## config.mk

```make
export PLATFORM = sky130hd
export DESIGN_NAME = angle_spike_reject_average_core
export DESIGN_NICKNAME = d
export VERILOG_FILES = /design/src/rtl/asra_pkg.sv /design/src/rtl/asra_ram.sv /design/src/rtl/asra_div.sv /design/src/rtl/angle_spike_reject_average_core.sv
export SDC_FILE = /design/constraint.sdc
export NUM_CORES = 1
export LEC_CHECK = 0
export BUFFER_PORTS_ARGS = -buffer_cell sky130_fd_sc_hd__buf_2
export CAP_MARGIN = 20
export CORE_MARGIN = 3
export CORE_UTILIZATION = 42
export CTS_CLUSTER_SIZE = 10
export DETAILED_ROUTE_END_ITERATION = 6
export GPL_ROUTABILITY_DRIVEN = 0
export MAX_ROUTING_LAYER = met4
export PLACE_DENSITY = 0.64
export SLEW_MARGIN = 0
export SYNTH_ARGS = -nofsm -noshare
export SYNTH_HDL_FRONTEND = slang
export SYNTH_SLANG_ARGS = --single-unit
```

## constraint.sdc

```tcl
create_clock -name clk -period 4.5 [get_ports clk]
set_input_delay 0.9 -clock clk [delete_from_list [all_inputs] [get_ports clk]]
set_output_delay 0.9 -clock clk [all_outputs]
set_load 0.01 [all_outputs]
```

## src/rtl/asra_pkg.sv

```systemverilog
// shared constants for the angle spike-reject average block
// no dependencies; imported by asra_div, the core, the checker and the bench
`default_nettype none

package asra_pkg;

	localparam int AVG_DEPTH_DEF = 8;
	localparam int RAW_W         = 14;
	localparam int ANGLE_W       = 16;
	localparam int TDATA_IN_W    = 16;
	localparam int TDATA_OUT_W   = 16;

	// angle = floor(raw * 36000 / 16384)
	localparam int SCALE_NUM   = 36000;
	localparam int SCALE_SHIFT = 14;
	localparam int PROD_W      = RAW_W + 16;
	localparam int ANGLE_MAX   = 35997;

	// outlier test only runs once this many samples are held
	localparam int MIN_FILL = 3;

	// configuration registers
	localparam int CFG_IDX_W  = 1;
	localparam int CFG_DATA_W = 16;
	localparam int THR_W      = 16;
	localparam int RUN_W      = 8;
	localparam logic [CFG_IDX_W-1:0] REG_SPIKE_THRESHOLD = 1'd0;
	localparam logic [CFG_IDX_W-1:0] REG_SPIKE_RUN_LIMIT = 1'd1;
	localparam logic [THR_W-1:0]     THR_RESET           = 16'd500;
	localparam logic [RUN_W-1:0]     RUN_LIMIT_RESET     = 8'd3;

endpackage

`default_nettype wire

```

## src/rtl/asra_ram.sv

```systemverilog
// generic single-port-write, single-port-read ram with registered read data
// no dependencies
`default_nettype none

module asra_ram #(
	parameter int WIDTH = 16,
	parameter int DEPTH = 8
) (
	input  wire logic                     clk,
	input  wire logic                     we,
	input  wire logic [$clog2(DEPTH)-1:0] waddr,
	input  wire logic [WIDTH-1:0]         wdata,
	input  wire logic                     re,
	input  wire logic [$clog2(DEPTH)-1:0] raddr,
	output      logic [WIDTH-1:0]         rdata
);

	logic [WIDTH-1:0] mem [DEPTH];

	always_ff @(posedge clk) begin
		if (we) begin
			mem[waddr] <= wdata;
		end
		if (re) begin
			rdata <= mem[raddr];
		end
	end

endmodule

`default_nettype wire

```

## src/rtl/asra_div.sv

```systemverilog
// restoring divider, one quotient bit per cycle, for sum / fill count
// depends on asra_pkg
`default_nettype none

module asra_div
	import asra_pkg::*;
#(
	parameter int NUM_W = 19,
	parameter int DEN_W = 4
) (
	input  wire logic             clk,
	input  wire logic             arst_n,
	input  wire logic             start,
	input  wire logic [NUM_W-1:0] dividend,
	input  wire logic [DEN_W-1:0] divisor,
	output      logic             done,
	output      logic [NUM_W-1:0] quotient
);

	localparam int CNT_W = $clog2(NUM_W + 1);

	logic [NUM_W-1:0] quo_q;
	logic [DEN_W-1:0] rem_q;
	logic [DEN_W-1:0] den_q;
	logic [CNT_W-1:0] cnt_q;
	logic             busy_q;
	logic             done_q;

	logic [DEN_W:0]   shifted;
	logic             ge;
	logic [DEN_W:0]   diff;

	always_comb begin
		shifted = {rem_q, quo_q[NUM_W-1]};
		ge      = shifted >= {1'b0, den_q};
		diff    = shifted - {1'b0, den_q};
	end

	always_ff @(posedge clk or negedge arst_n) begin
		if (!arst_n) begin
			quo_q  <= '0;
			rem_q  <= '0;
			den_q  <= '0;
			cnt_q  <= '0;
			busy_q <= 1'b0;
			done_q <= 1'b0;
		end else begin
			done_q <= 1'b0;
			if (start) begin
				quo_q  <= dividend;
				rem_q  <= '0;
				den_q  <= divisor;
				cnt_q  <= '0;
				busy_q <= 1'b1;
			end else if (busy_q) begin
				// remainder stays below the divisor, so it fits DEN_W bits
				rem_q <= ge ? diff[DEN_W-1:0] : shifted[DEN_W-1:0];
				quo_q <= {quo_q[NUM_W-2:0], ge};
				cnt_q <= cnt_q + 1'b1;
				if (cnt_q == CNT_W'(NUM_W - 1)) begin
					busy_q <= 1'b0;
					done_q <= 1'b1;
				end
			end
		end
	end

	assign done     = done_q;
	assign quotient = quo_q;

endmodule

`default_nettype wire

```

## src/rtl/angle_spike_reject_average_core.sv

```systemverilog
// Angle spike-rejecting moving average.
// s_* channel: one item per raw 14-bit angle; m_* channel: one item per input,
// holding the mean in hundredths of a degree and a held flag in m_tuser.
// Configuration: cfg_we/cfg_index/cfg_data, index 0 spike_threshold,
// index 1 spike_run_limit; write only while the block is idle.
// Each input is scaled and, once MIN_FILL samples are held, tested against
// the cached mean; a held outlier outputs that mean, any other sample is
// written into the ring ram (the entry it replaces is read first and, once
// the ring is full, taken out of the running sum); the new mean comes from
// a one-bit-per-cycle divider. Stored samples pass the scale, check, update
// and divide states, rejected ones go from check to output. One item is in
// work at a time, s_tready is high only while idle. The result sits in an
// output register, so the next item is taken while it waits; if m_tready stays
// low the block stalls at the end of the next item until the register frees.
// Reset clears pointer, fill count, outlier run and running sum and loads
// the register defaults (threshold 500, run limit 3); the ring needs no
// clearing since only entries written since the last flush are used.
// depends on asra_pkg, asra_ram, asra_div
`default_nettype none

module angle_spike_reject_average_core
	import asra_pkg::*;
#(
	parameter int AVG_DEPTH = AVG_DEPTH_DEF
) (
	input  wire logic                   clk,
	input  wire logic                   arst_n,
	// config write port
	input  wire logic                   cfg_we,
	input  wire logic [CFG_IDX_W-1:0]   cfg_index,
	input  wire logic [CFG_DATA_W-1:0]  cfg_data,
	// input items
	input  wire logic                   s_tvalid,
	output      logic                   s_tready,
	input  wire logic [TDATA_IN_W-1:0]  s_tdata,   // [13:0] raw_angle
	// result items
	output      logic                   m_tvalid,
	input  wire logic                   m_tready,
	output      logic [TDATA_OUT_W-1:0] m_tdata,   // [15:0] filtered_angle
	output      logic                   m_tuser    // [0] spike_held
);

	localparam int PTR_W = $clog2(AVG_DEPTH);
	localparam int CNT_W = $clog2(AVG_DEPTH + 1);
	localparam int SUM_W = ANGLE_W + $clog2(AVG_DEPTH);

	typedef enum logic [2:0] {
		ST_IDLE,
		ST_SCALE,
		ST_CHECK,
		ST_UPDATE,
		ST_DIVIDE,
		ST_OUT
	} state_t;

	state_t              state_q;
	logic [RAW_W-1:0]    raw_q;
	logic [ANGLE_W-1:0]  angle_q;
	logic [ANGLE_W-1:0]  mean_q;
	logic [SUM_W-1:0]    sum_q;
	logic [PTR_W-1:0]    wp_q;
	logic [CNT_W-1:0]    fill_q;
	logic [RUN_W-1:0]    run_q;
	logic [THR_W-1:0]    thr_q;
	logic [RUN_W-1:0]    limit_q;
	logic [ANGLE_W-1:0]  res_angle_q;
	logic                res_held_q;
	logic                out_valid_q;
	logic [ANGLE_W-1:0]  out_angle_q;
	logic                out_held_q;

	logic [PROD_W-1:0]   prod;
	logic [ANGLE_W-1:0]  ram_rdata;
	logic                full;
	logic [ANGLE_W-1:0]  deviation;
	logic                outlier;
	logic [RUN_W-1:0]    run_inc;
	logic [SUM_W-1:0]    old_val;
	logic [SUM_W-1:0]    sum_next;
	logic [CNT_W-1:0]    fill_next;
	logic [PTR_W-1:0]    wp_next;
	logic                div_done;
	logic [SUM_W-1:0]    div_quo;
	logic                out_load;

	always_comb begin
		prod      = PROD_W'(raw_q) * PROD_W'(SCALE_NUM);
		full      = fill_q == CNT_W'(AVG_DEPTH);
		deviation = (angle_q > mean_q) ? angle_q - mean_q : mean_q - angle_q;
		outlier   = deviation > thr_q;
		run_inc   = run_q + 1'b1;
		// replaced entry leaves the running sum only once the ring is full
		old_val   = full ? SUM_W'(ram_rdata) : '0;
		sum_next  = sum_q - old_val + SUM_W'(angle_q);
		fill_next = full ? fill_q : fill_q + 1'b1;
		wp_next   = (wp_q == PTR_W'(AVG_DEPTH - 1)) ? '0 : wp_q + 1'b1;
		out_load  = (state_q == ST_OUT) && (!out_valid_q || m_tready);
	end

	asra_ram #(
		.WIDTH (ANGLE_W),
		.DEPTH (AVG_DEPTH)
	) u_ring (
		.clk   (clk),
		.we    (state_q == ST_UPDATE),
		.waddr (wp_q),
		.wdata (angle_q),
		.re    (state_q == ST_SCALE),
		.raddr (wp_q),
		.rdata (ram_rdata)
	);

	asra_div #(
		.NUM_W (SUM_W),
		.DEN_W (CNT_W)
	) u_div (
		.clk      (clk),
		.arst_n   (arst_n),
		.start    (state_q == ST_UPDATE),
		.dividend (sum_next),
		.divisor  (fill_next),
		.done     (div_done),
		.quotient (div_quo)
	);

	always_ff @(posedge clk or negedge arst_n) begin
		if (!arst_n) begin
			state_q     <= ST_IDLE;
			raw_q       <= '0;
			angle_q     <= '0;
			mean_q      <= '0;
			sum_q       <= '0;
			wp_q        <= '0;
			fill_q      <= '0;
			run_q       <= '0;
			thr_q       <= THR_RESET;
			limit_q     <= RUN_LIMIT_RESET;
			res_angle_q <= '0;
			res_held_q  <= 1'b0;
			out_valid_q <= 1'b0;
			out_angle_q <= '0;
			out_held_q  <= 1'b0;
		end else begin
			if (cfg_we) begin
				case (cfg_index)
					REG_SPIKE_THRESHOLD: thr_q <= cfg_data[THR_W-1:0];
					REG_SPIKE_RUN_LIMIT: limit_q <= cfg_data[RUN_W-1:0];
					default: ;
				endcase
			end

			if (out_load) begin
				out_valid_q <= 1'b1;
				out_angle_q <= res_angle_q;
				out_held_q  <= res_held_q;
			end else if (m_tready) begin
				out_valid_q <= 1'b0;
			end

			case (state_q)
				ST_IDLE: begin
					if (s_tvalid) begin
						raw_q   <= s_tdata[RAW_W-1:0];
						state_q <= ST_SCALE;
					end
				end
				ST_SCALE: begin
					angle_q <= prod[SCALE_SHIFT +: ANGLE_W];
					state_q <= ST_CHECK;
				end
				ST_CHECK: begin
					state_q <= ST_UPDATE;
					if (fill_q >= CNT_W'(MIN_FILL)) begin
						if (outlier) begin
							if (run_inc < limit_q) begin
								run_q       <= run_inc;
								res_angle_q <= mean_q;
								res_held_q  <= 1'b1;
								state_q     <= ST_OUT;
							end else begin
								// sustained move: flush and restart from this sample
								run_q  <= '0;
								fill_q <= '0;
								wp_q   <= '0;
								sum_q  <= '0;
							end
						end else begin
							run_q <= '0;
						end
					end
				end
				ST_UPDATE: begin
					sum_q   <= sum_next;
					fill_q  <= fill_next;
					wp_q    <= wp_next;
					state_q <= ST_DIVIDE;
				end
				ST_DIVIDE: begin
					if (div_done) begin
						mean_q      <= div_quo[ANGLE_W-1:0];
						res_angle_q <= div_quo[ANGLE_W-1:0];
						res_held_q  <= 1'b0;
						state_q     <= ST_OUT;
					end
				end
				ST_OUT: begin
					if (out_load) begin
						state_q <= ST_IDLE;
					end
				end
				default: begin
					state_q <= ST_IDLE;
				end
			endcase
		end
	end

	assign s_tready = state_q == ST_IDLE;
	assign m_tvalid = out_valid_q;
	assign m_tdata  = out_angle_q;
	assign m_tuser  = out_held_q;

endmodule

`default_nettype wire

```

Word level (Yosys, flattened, before mapping). Memories as Yosys holds them, arrays and structs flattened. A register that Yosys moved wholly into a read port is not among the register bits. Index checks and enable logic that the tools add are counted.

Output and inout port bits: 19. Flip-flop bits (word level): 176. Memory bits (writable): 128. Bits of input ports: 38. Word-level logic and storage cells: 121. Memories kept: 1.

Memories: u_ring.mem (depth 8, width 16, rd ports 1, clocked after memory_dff 1, write ports 1, line asra_ram.sv:18) `logic [WIDTH-1:0] mem [DEPTH];`.

Reduce and logical (&&, ||, !) cells: 16. Bitwise operators: 1. Order comparisons: 5. Mux-type cells: 52. Add/subtract/negate cells: 9. Equality and inequality tests: 15. Multiply operators: 1.

Operators with widths (count): 2-to-1 mux 16 bit (6); 2-to-1 mux 19 bit (5); one-hot mux 19 bit (2 select lines) (1); > comparator 16 bit (2); one-hot mux 16 bit (2 select lines) (1); subtractor 16 bit (2); 2-to-1 mux 3 bit (10); 2-to-1 mux 4 bit (7); multiplier 14 x 11 -> 25 bit (second input constant) (1); adder 19 x 16 -> 19 bit (1); subtractor 19 x 16 -> 19 bit (1); one-hot mux 3 bit (6 select lines) (1); 2-to-1 mux 8 bit (2); 2-to-1 mux 1 bit (14); != test 2 bit (second input constant) (6); 2-to-1 mux 5 bit (2); AND reduction 2 bit (5); == test 3 bit (second input constant) (3); adder 8 x 1 -> 8 bit (second input constant) (1); < comparator 8 bit (1); one-hot mux 4 bit (2 select lines) (1); nonzero test 2 bit (4); == test 3 x 2 -> 1 bit (second input constant) (2); one-hot mux 3 bit (2 select lines) (1); 19 further kinds (19).

Longest topological paths before layout. Gate-level depths: netlist of run 1.

Depth in word-level cells: 6. Gate-level depth with buffers: 23.

By module. From an unflattened synthesis of run 1, not the netlist that was laid out.

Cells, all modules: 1623. Area total of the unflattened synthesis: 18629.1 um2.

Modules (own cells, without submodules): angle_spike_reject_average_core (seq. area each 3563.4 um2, instances 1, cells an instance 1245, area an instance 11473.5 um2); asra_ram (seq. area each 4324.1 um2, instances 1, cells an instance 214, area an instance 5454.0 um2); asra_div (seq. area each 850.8 um2, instances 1, cells an instance 164, area an instance 1701.6 um2).

Worst setup path before layout of run 1. OpenSTA, ideal clock, no wires.

Path kind: register -> register. Start: register angle_q[0]. End: register res_angle_q[10]. Arrival: 4.789 ns. Path slack: -0.413 ns. Period minus slack after synthesis: 4.913 ns. Library setup time: 0.125 ns. Cell stages (with the launch flop): 21. Path through: dfrtp_1 -> inv_1 -> ha_1 -> inv_1 -> fa_1 -> a21o_1 -> a221oi_4 -> o21a_2 -> nand2_4 -> o21a_2 -> mux2_4 -> a2111oi_2 -> and4b_1 -> ha_1 -> nand4_1 -> or2_2 -> a21oi_1 -> o211ai_1 -> o21ai_1 -> buf_2 -> mux2_2.

Cells in the longest elaborated chain, start to end: 5. Elaborated cells between the ends (all ways): 7. Classes of those cells: add/sub: 2; order compare: 2; eq/ne: 1; mux: 1; reduce/logical: 1.

Ends and longest elaborated chain: start, declared (line angle_spike_reject_average_core.sv:58) `logic [ANGLE_W-1:0] angle_q;`; start signal, assigned (line angle_spike_reject_average_core.sv:168) `angle_q <= prod[SCALE_SHIFT +: ANGLE_W];`; subtractor 16 bit or > comparator 16 bit (tied branches) (line angle_spike_reject_average_core.sv:89) `deviation = (angle_q > mean_q) ? angle_q - mean_q : mean_q - angle_q;`; 2-to-1 mux 16 bit * (line angle_spike_reject_average_core.sv:89); > comparator 16 bit * (line angle_spike_reject_average_core.sv:90) `outlier = deviation > thr_q;`; != test 2 bit (no source line) *; AND reduction 5 bit (no source line) *; end signal, assigned (line angle_spike_reject_average_core.sv:177) `res_angle_q <= mean_q;`; end signal, assigned (line angle_spike_reject_average_core.sv:201) `res_angle_q <= div_quo[ANGLE_W-1:0];`; end, declared (line angle_spike_reject_average_core.sv:66) `logic [ANGLE_W-1:0] res_angle_q;`.

Mark *: on every way between the ends. The rest lies on a longest branch, timed or not. A chain may end at the register's enable or synchronous reset.

Worst setup path in the final report of run 1.
Start: register angle_q[0]. End: register res_angle_q[8].

Same word-level chain as after synthesis.

==> impl_summary.log, run 1 <==
INFO  metric outcome = complete, but fails checks
INFO  metric violations_in_the_final_reports = setup timing
INFO  metric remaining_global_route_overflow = 0
INFO  metric drt-total-wl = 45.6 mm
INFO  metric grt_max_degree = 98
INFO  metric tritoncts = yes
INFO  metric end_kind = register
INFO  metric die_w = 215 um
INFO  metric netlist.area_leader.share = 0.235
INFO  metric seq_area_frac_synth = 0.475
INFO  metric syn-cell-area = 18400 um^2
INFO  metric route.vias.total = 13240
INFO  metric synth-main-ff-cell = dfrtp_1
INFO  metric number_of_global_route_vias_before_repair = 13584
INFO  metric insertion_delay = 0.55 ns
INFO  metric worst-endpoint-arrival = 5.23 ns
INFO  metric peak_per_stage_delay_on_the_critical_path = 0.40 ns
INFO  metric final.setup.worst_slack = -0.306 ns
INFO  metric synth.mux.area_fraction = 0.0520
INFO  metric post_synth_and_or_nand_nor_area_fraction = 0.0917
INFO  metric synth_nets = 1916
INFO  metric initial_core_util = 0.426
INFO  metric die-area = 46400 um^2
INFO  metric post_drt_via_cell_ratio = 5.35
INFO  metric fillerInstances = 3777
INFO  metric grt.total_usage = 0.200
INFO  metric critPathMaxFanout = 8
INFO  metric worst-path-buf-inv = 4
INFO  metric dr.first_iter.drc_count = 960
INFO  metric report.final.slew_viol_count = 0
INFO  metric crit_path_top_delay_cell = dfrtp_2
INFO  metric floorplan.rows = 76
INFO  metric nets = 2123
INFO  metric detailed_place_hpwl = 31.9 mm
INFO  metric post_synth_edffs = 144
INFO  metric synth_fa_ha_area_frac = 0.164
INFO  metric dpl_cell_area = 20400 um^2
INFO  metric count_of_antenna_violating_nets_left_after_detailed_routing = 0
INFO  metric timing.setup.critical_path_class = register to register
INFO  metric critPathRequiredTime = 4.92 ns
INFO  metric synthDominantAreaCellType = edfxtp_1
INFO  metric synth_top_family_by_area = adder cells
INFO  metric num_io_pins = 57
INFO  metric cts.htree.levels = 2
INFO  metric synth.most_common_cell = inv_1
INFO  metric crit_chain = inv_2, ha_4, inv_2, fa_2, a21o_1, a221oi_4, o21a_4, nand2_4, o21a_4, mux2_4, a2111oi_2, and4b_1, ha_4, nand4_1, or2_4, a21oi_4, o211ai_1, buf_4, o21ai_4, clkbuf_16, mux2_2
INFO  metric final_setup_violation_count = 53
INFO  metric finalInstanceArea = 22400 um^2
INFO  metric number_of_distinct_library_cells_after_synthesis = 79
INFO  metric layout-drive-gt1-share = 0.238
INFO  metric timing.hold.worst.class = primary input to asynchronous set/reset pin
INFO  metric placement.io_buffers = 54
INFO  metric detail_route.drc_violations = 0
INFO  metric grt_setup_unrepaired = true
INFO  metric fmax = 0.208 GHz
INFO  metric mean_cell_area_of_the_mapped_netlist = 11.1 um^2
INFO  metric route.detailed.wl_per_inst = 18.4 um
INFO  metric post_synth_arst_share = 0.550
INFO  metric max_cap_violations = 0
INFO  metric synth_commonest_cells = 212 x inv_1, 169 x ha_1, 168 x dfrtp_1
INFO  metric slew_headroom = 0.298
INFO  metric period_minus_slack = 4.81 ns
INFO  metric yosys_warnings = 0
INFO  metric cts_made_buffers = 39
INFO  metric syn_inst = 1664
INFO  metric cts.path.max_buffers = 3
INFO  metric min_period_over_period = 1.07
INFO  metric ys_seq_elements = 320
INFO  metric cts_hold_repair.buffers = 0
INFO  metric timing.critical_path.max_delay_family = compound AO/OA/AOI/OAI gates
INFO  metric grt_first_pass_wirelength = 72.5 mm
INFO  metric placeableCoreArea = 43200 um^2
INFO  metric clk_transition_reported_paths = 0.06 ns
INFO  metric drt_pre_antenna_iters = 5
INFO  metric finalHoldViolCount = 0
INFO  metric critPathLaunchType = register
INFO  metric synth_compound_area_frac = 0.135
INFO  metric synth-xor-area-share = 0.0247
INFO  metric post_layout_nonfiller_instances = 2476
INFO  metric place.detailed.instances = 2391
INFO  metric cts_num_sinks = 320
INFO  metric tightest_slew = 1.05 ns
INFO  metric clk_root_buf = clkbuf_16
INFO  metric post_synth_main_area_contributors = edfxtp_1 23%, dfrtp_1 23%, ha_1 11%
INFO  metric area_growth_syn_to_layout = 21.7%
INFO  metric chipHeight = 215 um
INFO  metric fin_skew = 0.0220 ns
INFO  metric grt_antenna_before_repair = 1
==> worst paths after layout <==
| path | start | endpoint | slack [ns] | cells after the start |
|---|---|---|---|---|
| min in group clk | sum_q[7] | sum_q[7] | 0.48 | 1 |
| min reg2reg | sum_q[7] | sum_q[7] | 0.48 | 1 |
| min | arst_n | thr_q[10] | 0.41 | 1 |
| max reg2reg | angle_q[0] | res_angle_q[8] | -0.31 | 21 |
| max in group asynchronous | arst_n | raw_q[8] | 3.12 | 2 |
| max | angle_q[0] | res_angle_q[8] | -0.31 | 21 |
==> layer usage <==
metal,vias up,global-route usage,share of wire
li1,6284,-,-
met1,6534,0.256,0.43
met2,338,0.337,0.49
met3,84,0.0250,0.048
met4,0,0.0573,0.028
met5,-,-,0
==> layout make-up <==
cell class	count	area [um^2]	share of cell area
clock buffer	54	1080	0.0484
multi-input combinational	1068	9230	0.412
antenna	2	5.00	0.000223
inverter	212	796	0.0355
tap	585	732	0.0327
sequential	320	8750	0.391
clock inverter	5	65.1	0.00291
timing repair buffer	230	1730	0.0771
==> metrics by stage <==
stage | hold WS [ns] | utilization | setup WS [ns] | setup TNS (ns)
after floorplan | 0.449 | - | -0.0574 | -0.403
after detailed placement | 0.466 | 0.473 | -0.342 | -12.78
after global placement | 0.463 | 0.473 | -0.327 | -10.73
after CTS | 0.456 | 0.506 | -0.244 | -7.76
final | 0.411 | 0.519 | -0.306 | -10.43
after global routing | 0.487 | 0.519 | -0.509 | -20.58
==> cell families (layout without fill, tap and decap cells) <==
| logic type | after synthesis | in the layout |
|---|---|---|
| xor+xnor | 52 | 52 |
| simple gates | 344 | 344 |
| other cells | 0 | 2 |
| buf+inv | 276 | 501 |
| flops | 320 | 320 |
| fa+ha+maj | 214 | 214 |
| compound gates | 371 | 371 |
| mux | 87 | 87 |
==> what timing repair did <==
item / CTS / global route
pin swaps: 14 / 46
cloned: 0 / 2
setup buffers: 7 / 14
gates resized for setup: 38 / 65
setup endpoints to repair: 59 / 63
==> registers in the layout, indices dropped and copies added, names as in the netlist, 5 cells and up <==
register and flops:
angle_q 16, limit_q 8, m_tdata 16, mean_q 16
raw_q 14, res_angle_q 16, run_q 8, sum_q 19
thr_q 16, u_div.cnt_q 5, u_div.quotient 19, u_ring.mem 128
u_ring.rdata 16
==> layout by cell type (no fill, tap or decap), types with 12 or more instances in the layout <==
cell       Yosys  final
inv_1        212    205
buf_4          1    161
dfrtp_1      168    155
ha_1         169    145
edfxtp_1     144    144
nand2_1      136    134
o21ai_0      107    100
a22oi_1       64     64
buf_2          5     53
a21oi_1       53     48
mux2_2        57     48
nor2_1        48     45
fa_1          45     42
clkbuf_16      0     42
xnor2_1       34     34
a21o_1        30     30
nand4_1       28     28
mux2i_1       26     25
ha_4           0     22
nand3_1       19     19
and2_1        20     18
xor2_1        18     17
nor3_1        21     17
a22o_1        16     16
and3_1        13     13
dfrtp_2        0     13
nor2b_1       13     12
a211oi_1      14     12
Power of run 1 is not shown: default switching activity piles up to over one toggle a cycle in this logic, so the estimate is an artifact.
==> run 2: changes to the inputs <==
- BUFFER_PORTS_ARGS: -buffer_cell sky130_fd_sc_hd__buf_2 -> default
- DONT_BUFFER_PORTS: default -> 1
- PLACE_DENSITY: 0.64 -> 0.63
==> run 2 against run 1 <==
Net effect:
- the flow still finishes with violations (setup timing)
- wire length is 0.54% lower
- fmax up 1.6%
- critical path type unchanged
- critical path depth is 1 lower
- sequential cell count unchanged
- sequential share of layout area is 0.41 points higher
==> impl_summary.log, run 2 (same netlist as run 1, synthesis figures left out) <==
INFO  metric detail_route.drc_violations = 0
INFO  metric report.final.slew_viol_count = 0
INFO  metric fmax = 0.212 GHz
INFO  metric critPathLaunchType = register
INFO  metric die-area = 46400 um^2
INFO  metric final.setup.worst_slack = -0.228 ns
INFO  metric initial_core_util = 0.426
INFO  metric grt_setup_unrepaired = true
INFO  metric timing.setup.critical_path_class = register to register
INFO  metric remaining_global_route_overflow = 0
INFO  metric cts.path.max_buffers = 3
INFO  metric drt-total-wl = 45.4 mm
INFO  metric worst-path-buf-inv = 4
INFO  metric area_growth_syn_to_layout = 20.4%
INFO  metric met3_track_utilization_from_global_routing = 0.0298
INFO  metric detailed_place_hpwl = 31.5 mm
INFO  metric die_w = 215 um
INFO  metric count_of_antenna_violating_nets_left_after_detailed_routing = 0
INFO  metric chipHeight = 215 um
INFO  metric placeableCoreArea = 43200 um^2
INFO  metric total_negative_setup_slacks = -7.77 ns
INFO  metric max_cap_violations = 0
INFO  metric placement.io_buffers = 0
INFO  metric fillerInstances = 3847
INFO  metric post_drt_via_cell_ratio = 5.31
INFO  metric grt_antenna_before_repair = 1
INFO  metric worst-endpoint-arrival = 5.16 ns
INFO  metric peak_per_stage_delay_on_the_critical_path = 0.45 ns
INFO  metric violations_in_the_final_reports = setup timing
INFO  metric end_kind = register
INFO  metric top_register = u_ring.mem
INFO  metric finalCoreUtilization = 0.513
INFO  metric route.detailed.wl_per_inst = 18.7 um
INFO  metric cts_hold_repair.buffers = 0
INFO  metric critPathRequiredTime = 4.93 ns
INFO  metric slew_headroom = 0.300
INFO  metric clk_transition_reported_paths = 0.05 ns
INFO  metric grt_first_pass_wirelength = 71.0 mm
INFO  metric number_of_global_route_vias_before_repair = 13043
INFO  metric insertion_delay = 0.55 ns
INFO  metric timing.critical_path.max_delay_family = simple AND/OR/NAND/NOR gates
INFO  metric floorplan.rows = 76
INFO  metric critPathMaxFanout = 16
INFO  metric grt.total_usage = 0.199
INFO  metric place.detailed.instances = 2344
INFO  metric timing.hold.worst.class = primary input to asynchronous set/reset pin
INFO  metric outcome = complete, but fails checks
INFO  metric tritoncts = yes
INFO  metric groute.layer.met1.usage = 0.254
INFO  metric cts.htree.levels = 2
INFO  metric clk_root_buf = clkbuf_16
INFO  metric route.vias.total = 12906
INFO  metric r2r_slack = -0.23 ns
INFO  metric crit_path_top_delay_cell = or3_1
INFO  metric largest_register_ff_count = 128
INFO  metric layout-drive-gt1-share = 0.224
INFO  metric drt_pre_antenna_iters = 5
INFO  metric fin_skew = 0.0111 ns
INFO  metric tightest_slew = 1.05 ns
INFO  metric most_frequent_cells_in_the_layout = 206 x inv_1, 166 x buf_4, 156 x dfrtp_1
INFO  metric cts_made_buffers = 39
INFO  metric period_minus_slack = 4.73 ns
INFO  metric final_common_cell = inv_1
INFO  metric finalHoldViolCount = 0
INFO  metric nets = 2080
INFO  metric ant_diodes = 0
INFO  metric crit_chain = buf_4, inv_1, ha_1, nand3_1, or3_1, o21ai_1, o221ai_1, or3_1, nand2_1, o221ai_1, a211oi_2, ha_1, nand4_1, or2_4, or3_4, o211ai_1, buf_4, o21ai_2, buf_12, mux2_4
INFO  metric post_layout_nonfiller_instances = 2430
INFO  metric cts_num_sinks = 320
INFO  metric final_setup_violation_count = 50
INFO  metric min_period_over_period = 1.05
INFO  metric dr.first_iter.drc_count = 841
INFO  metric grtUsageMet2 = 0.326
INFO  metric num_io_pins = 57
INFO  metric grt_busiest_layer = met2
INFO  metric grt_max_degree = 177
[run 2: cell types whose count changed in the layout (fill, tap and decap cells not counted), sizes merged]
cell    before  now
bufinv       1    0
buf        227  187
diode        2    0
clkbuf      57   53
clkinv       3    4
[run 2: final timing paths]
check | start | endpoint | cells after the start
hold reg to reg | u_div.den_q[2] | u_div.den_q[2] | 1
max in group asynchronous | arst_n | raw_q[9] | 0
setup / recovery | angle_q[1] | res_angle_q[11] | 20
hold / removal | arst_n | thr_q[10] | 0
min in group clk | cfg_data[2] | thr_q[2] | 2
setup reg to reg | angle_q[1] | res_angle_q[11] | 20
[run 2: metal layers]
metal | routed length (um) | part of all wire | vias up
li1 | - | - | 6201
met1 | 19900 | 0.44 | 6345
met2 | 22100 | 0.49 | 289
met3 | 1980 | 0.044 | 71
met4 | 1330 | 0.029 | 0
met5 | 0 | 0 | -
[run 2: area by class of cell]
class | instances | area [um^2] | share of cell area
well taps | 585 | 732 | 0.0330
multi-input cells | 1068 | 9210 | 0.415
flip-flops and latches | 320 | 8750 | 0.395
clock buffers | 53 | 1090 | 0.0492
repair buffers | 187 | 1540 | 0.0696
inverters | 212 | 796 | 0.0359
clock inverters | 5 | 40.0 | 0.00181
[run 2: stage by stage]
| step | setup slack, ns | instance area [um^2] | hold slack (ns) |
|---|---|---|---|
| 4_1_cts | -0.213 | 21700 | 0.0278 |
| 2_1_floorplan | -0.0574 | 18500 | 0.449 |
| 6_report | -0.228 | 22200 | 0.0573 |
| 3_5_place_dp | -0.317 | 20200 | 0.470 |
| 3_3_place_gp | -0.292 | 20200 | 0.463 |
| 5_1_grt | -0.399 | 22200 | 0.0287 |
[run 2: repair_timing]
| item | 4_1_cts | 5_1_grt |
|---|---|---|
| setup endpoints to repair | 58 | 65 |
| resized for setup | 40 | 74 |
| setup buffers | 15 | 12 |
| pin swaps | 21 | 62 |
| gates cloned | 3 | 0 |
Power of run 2 is left out for the same reason.
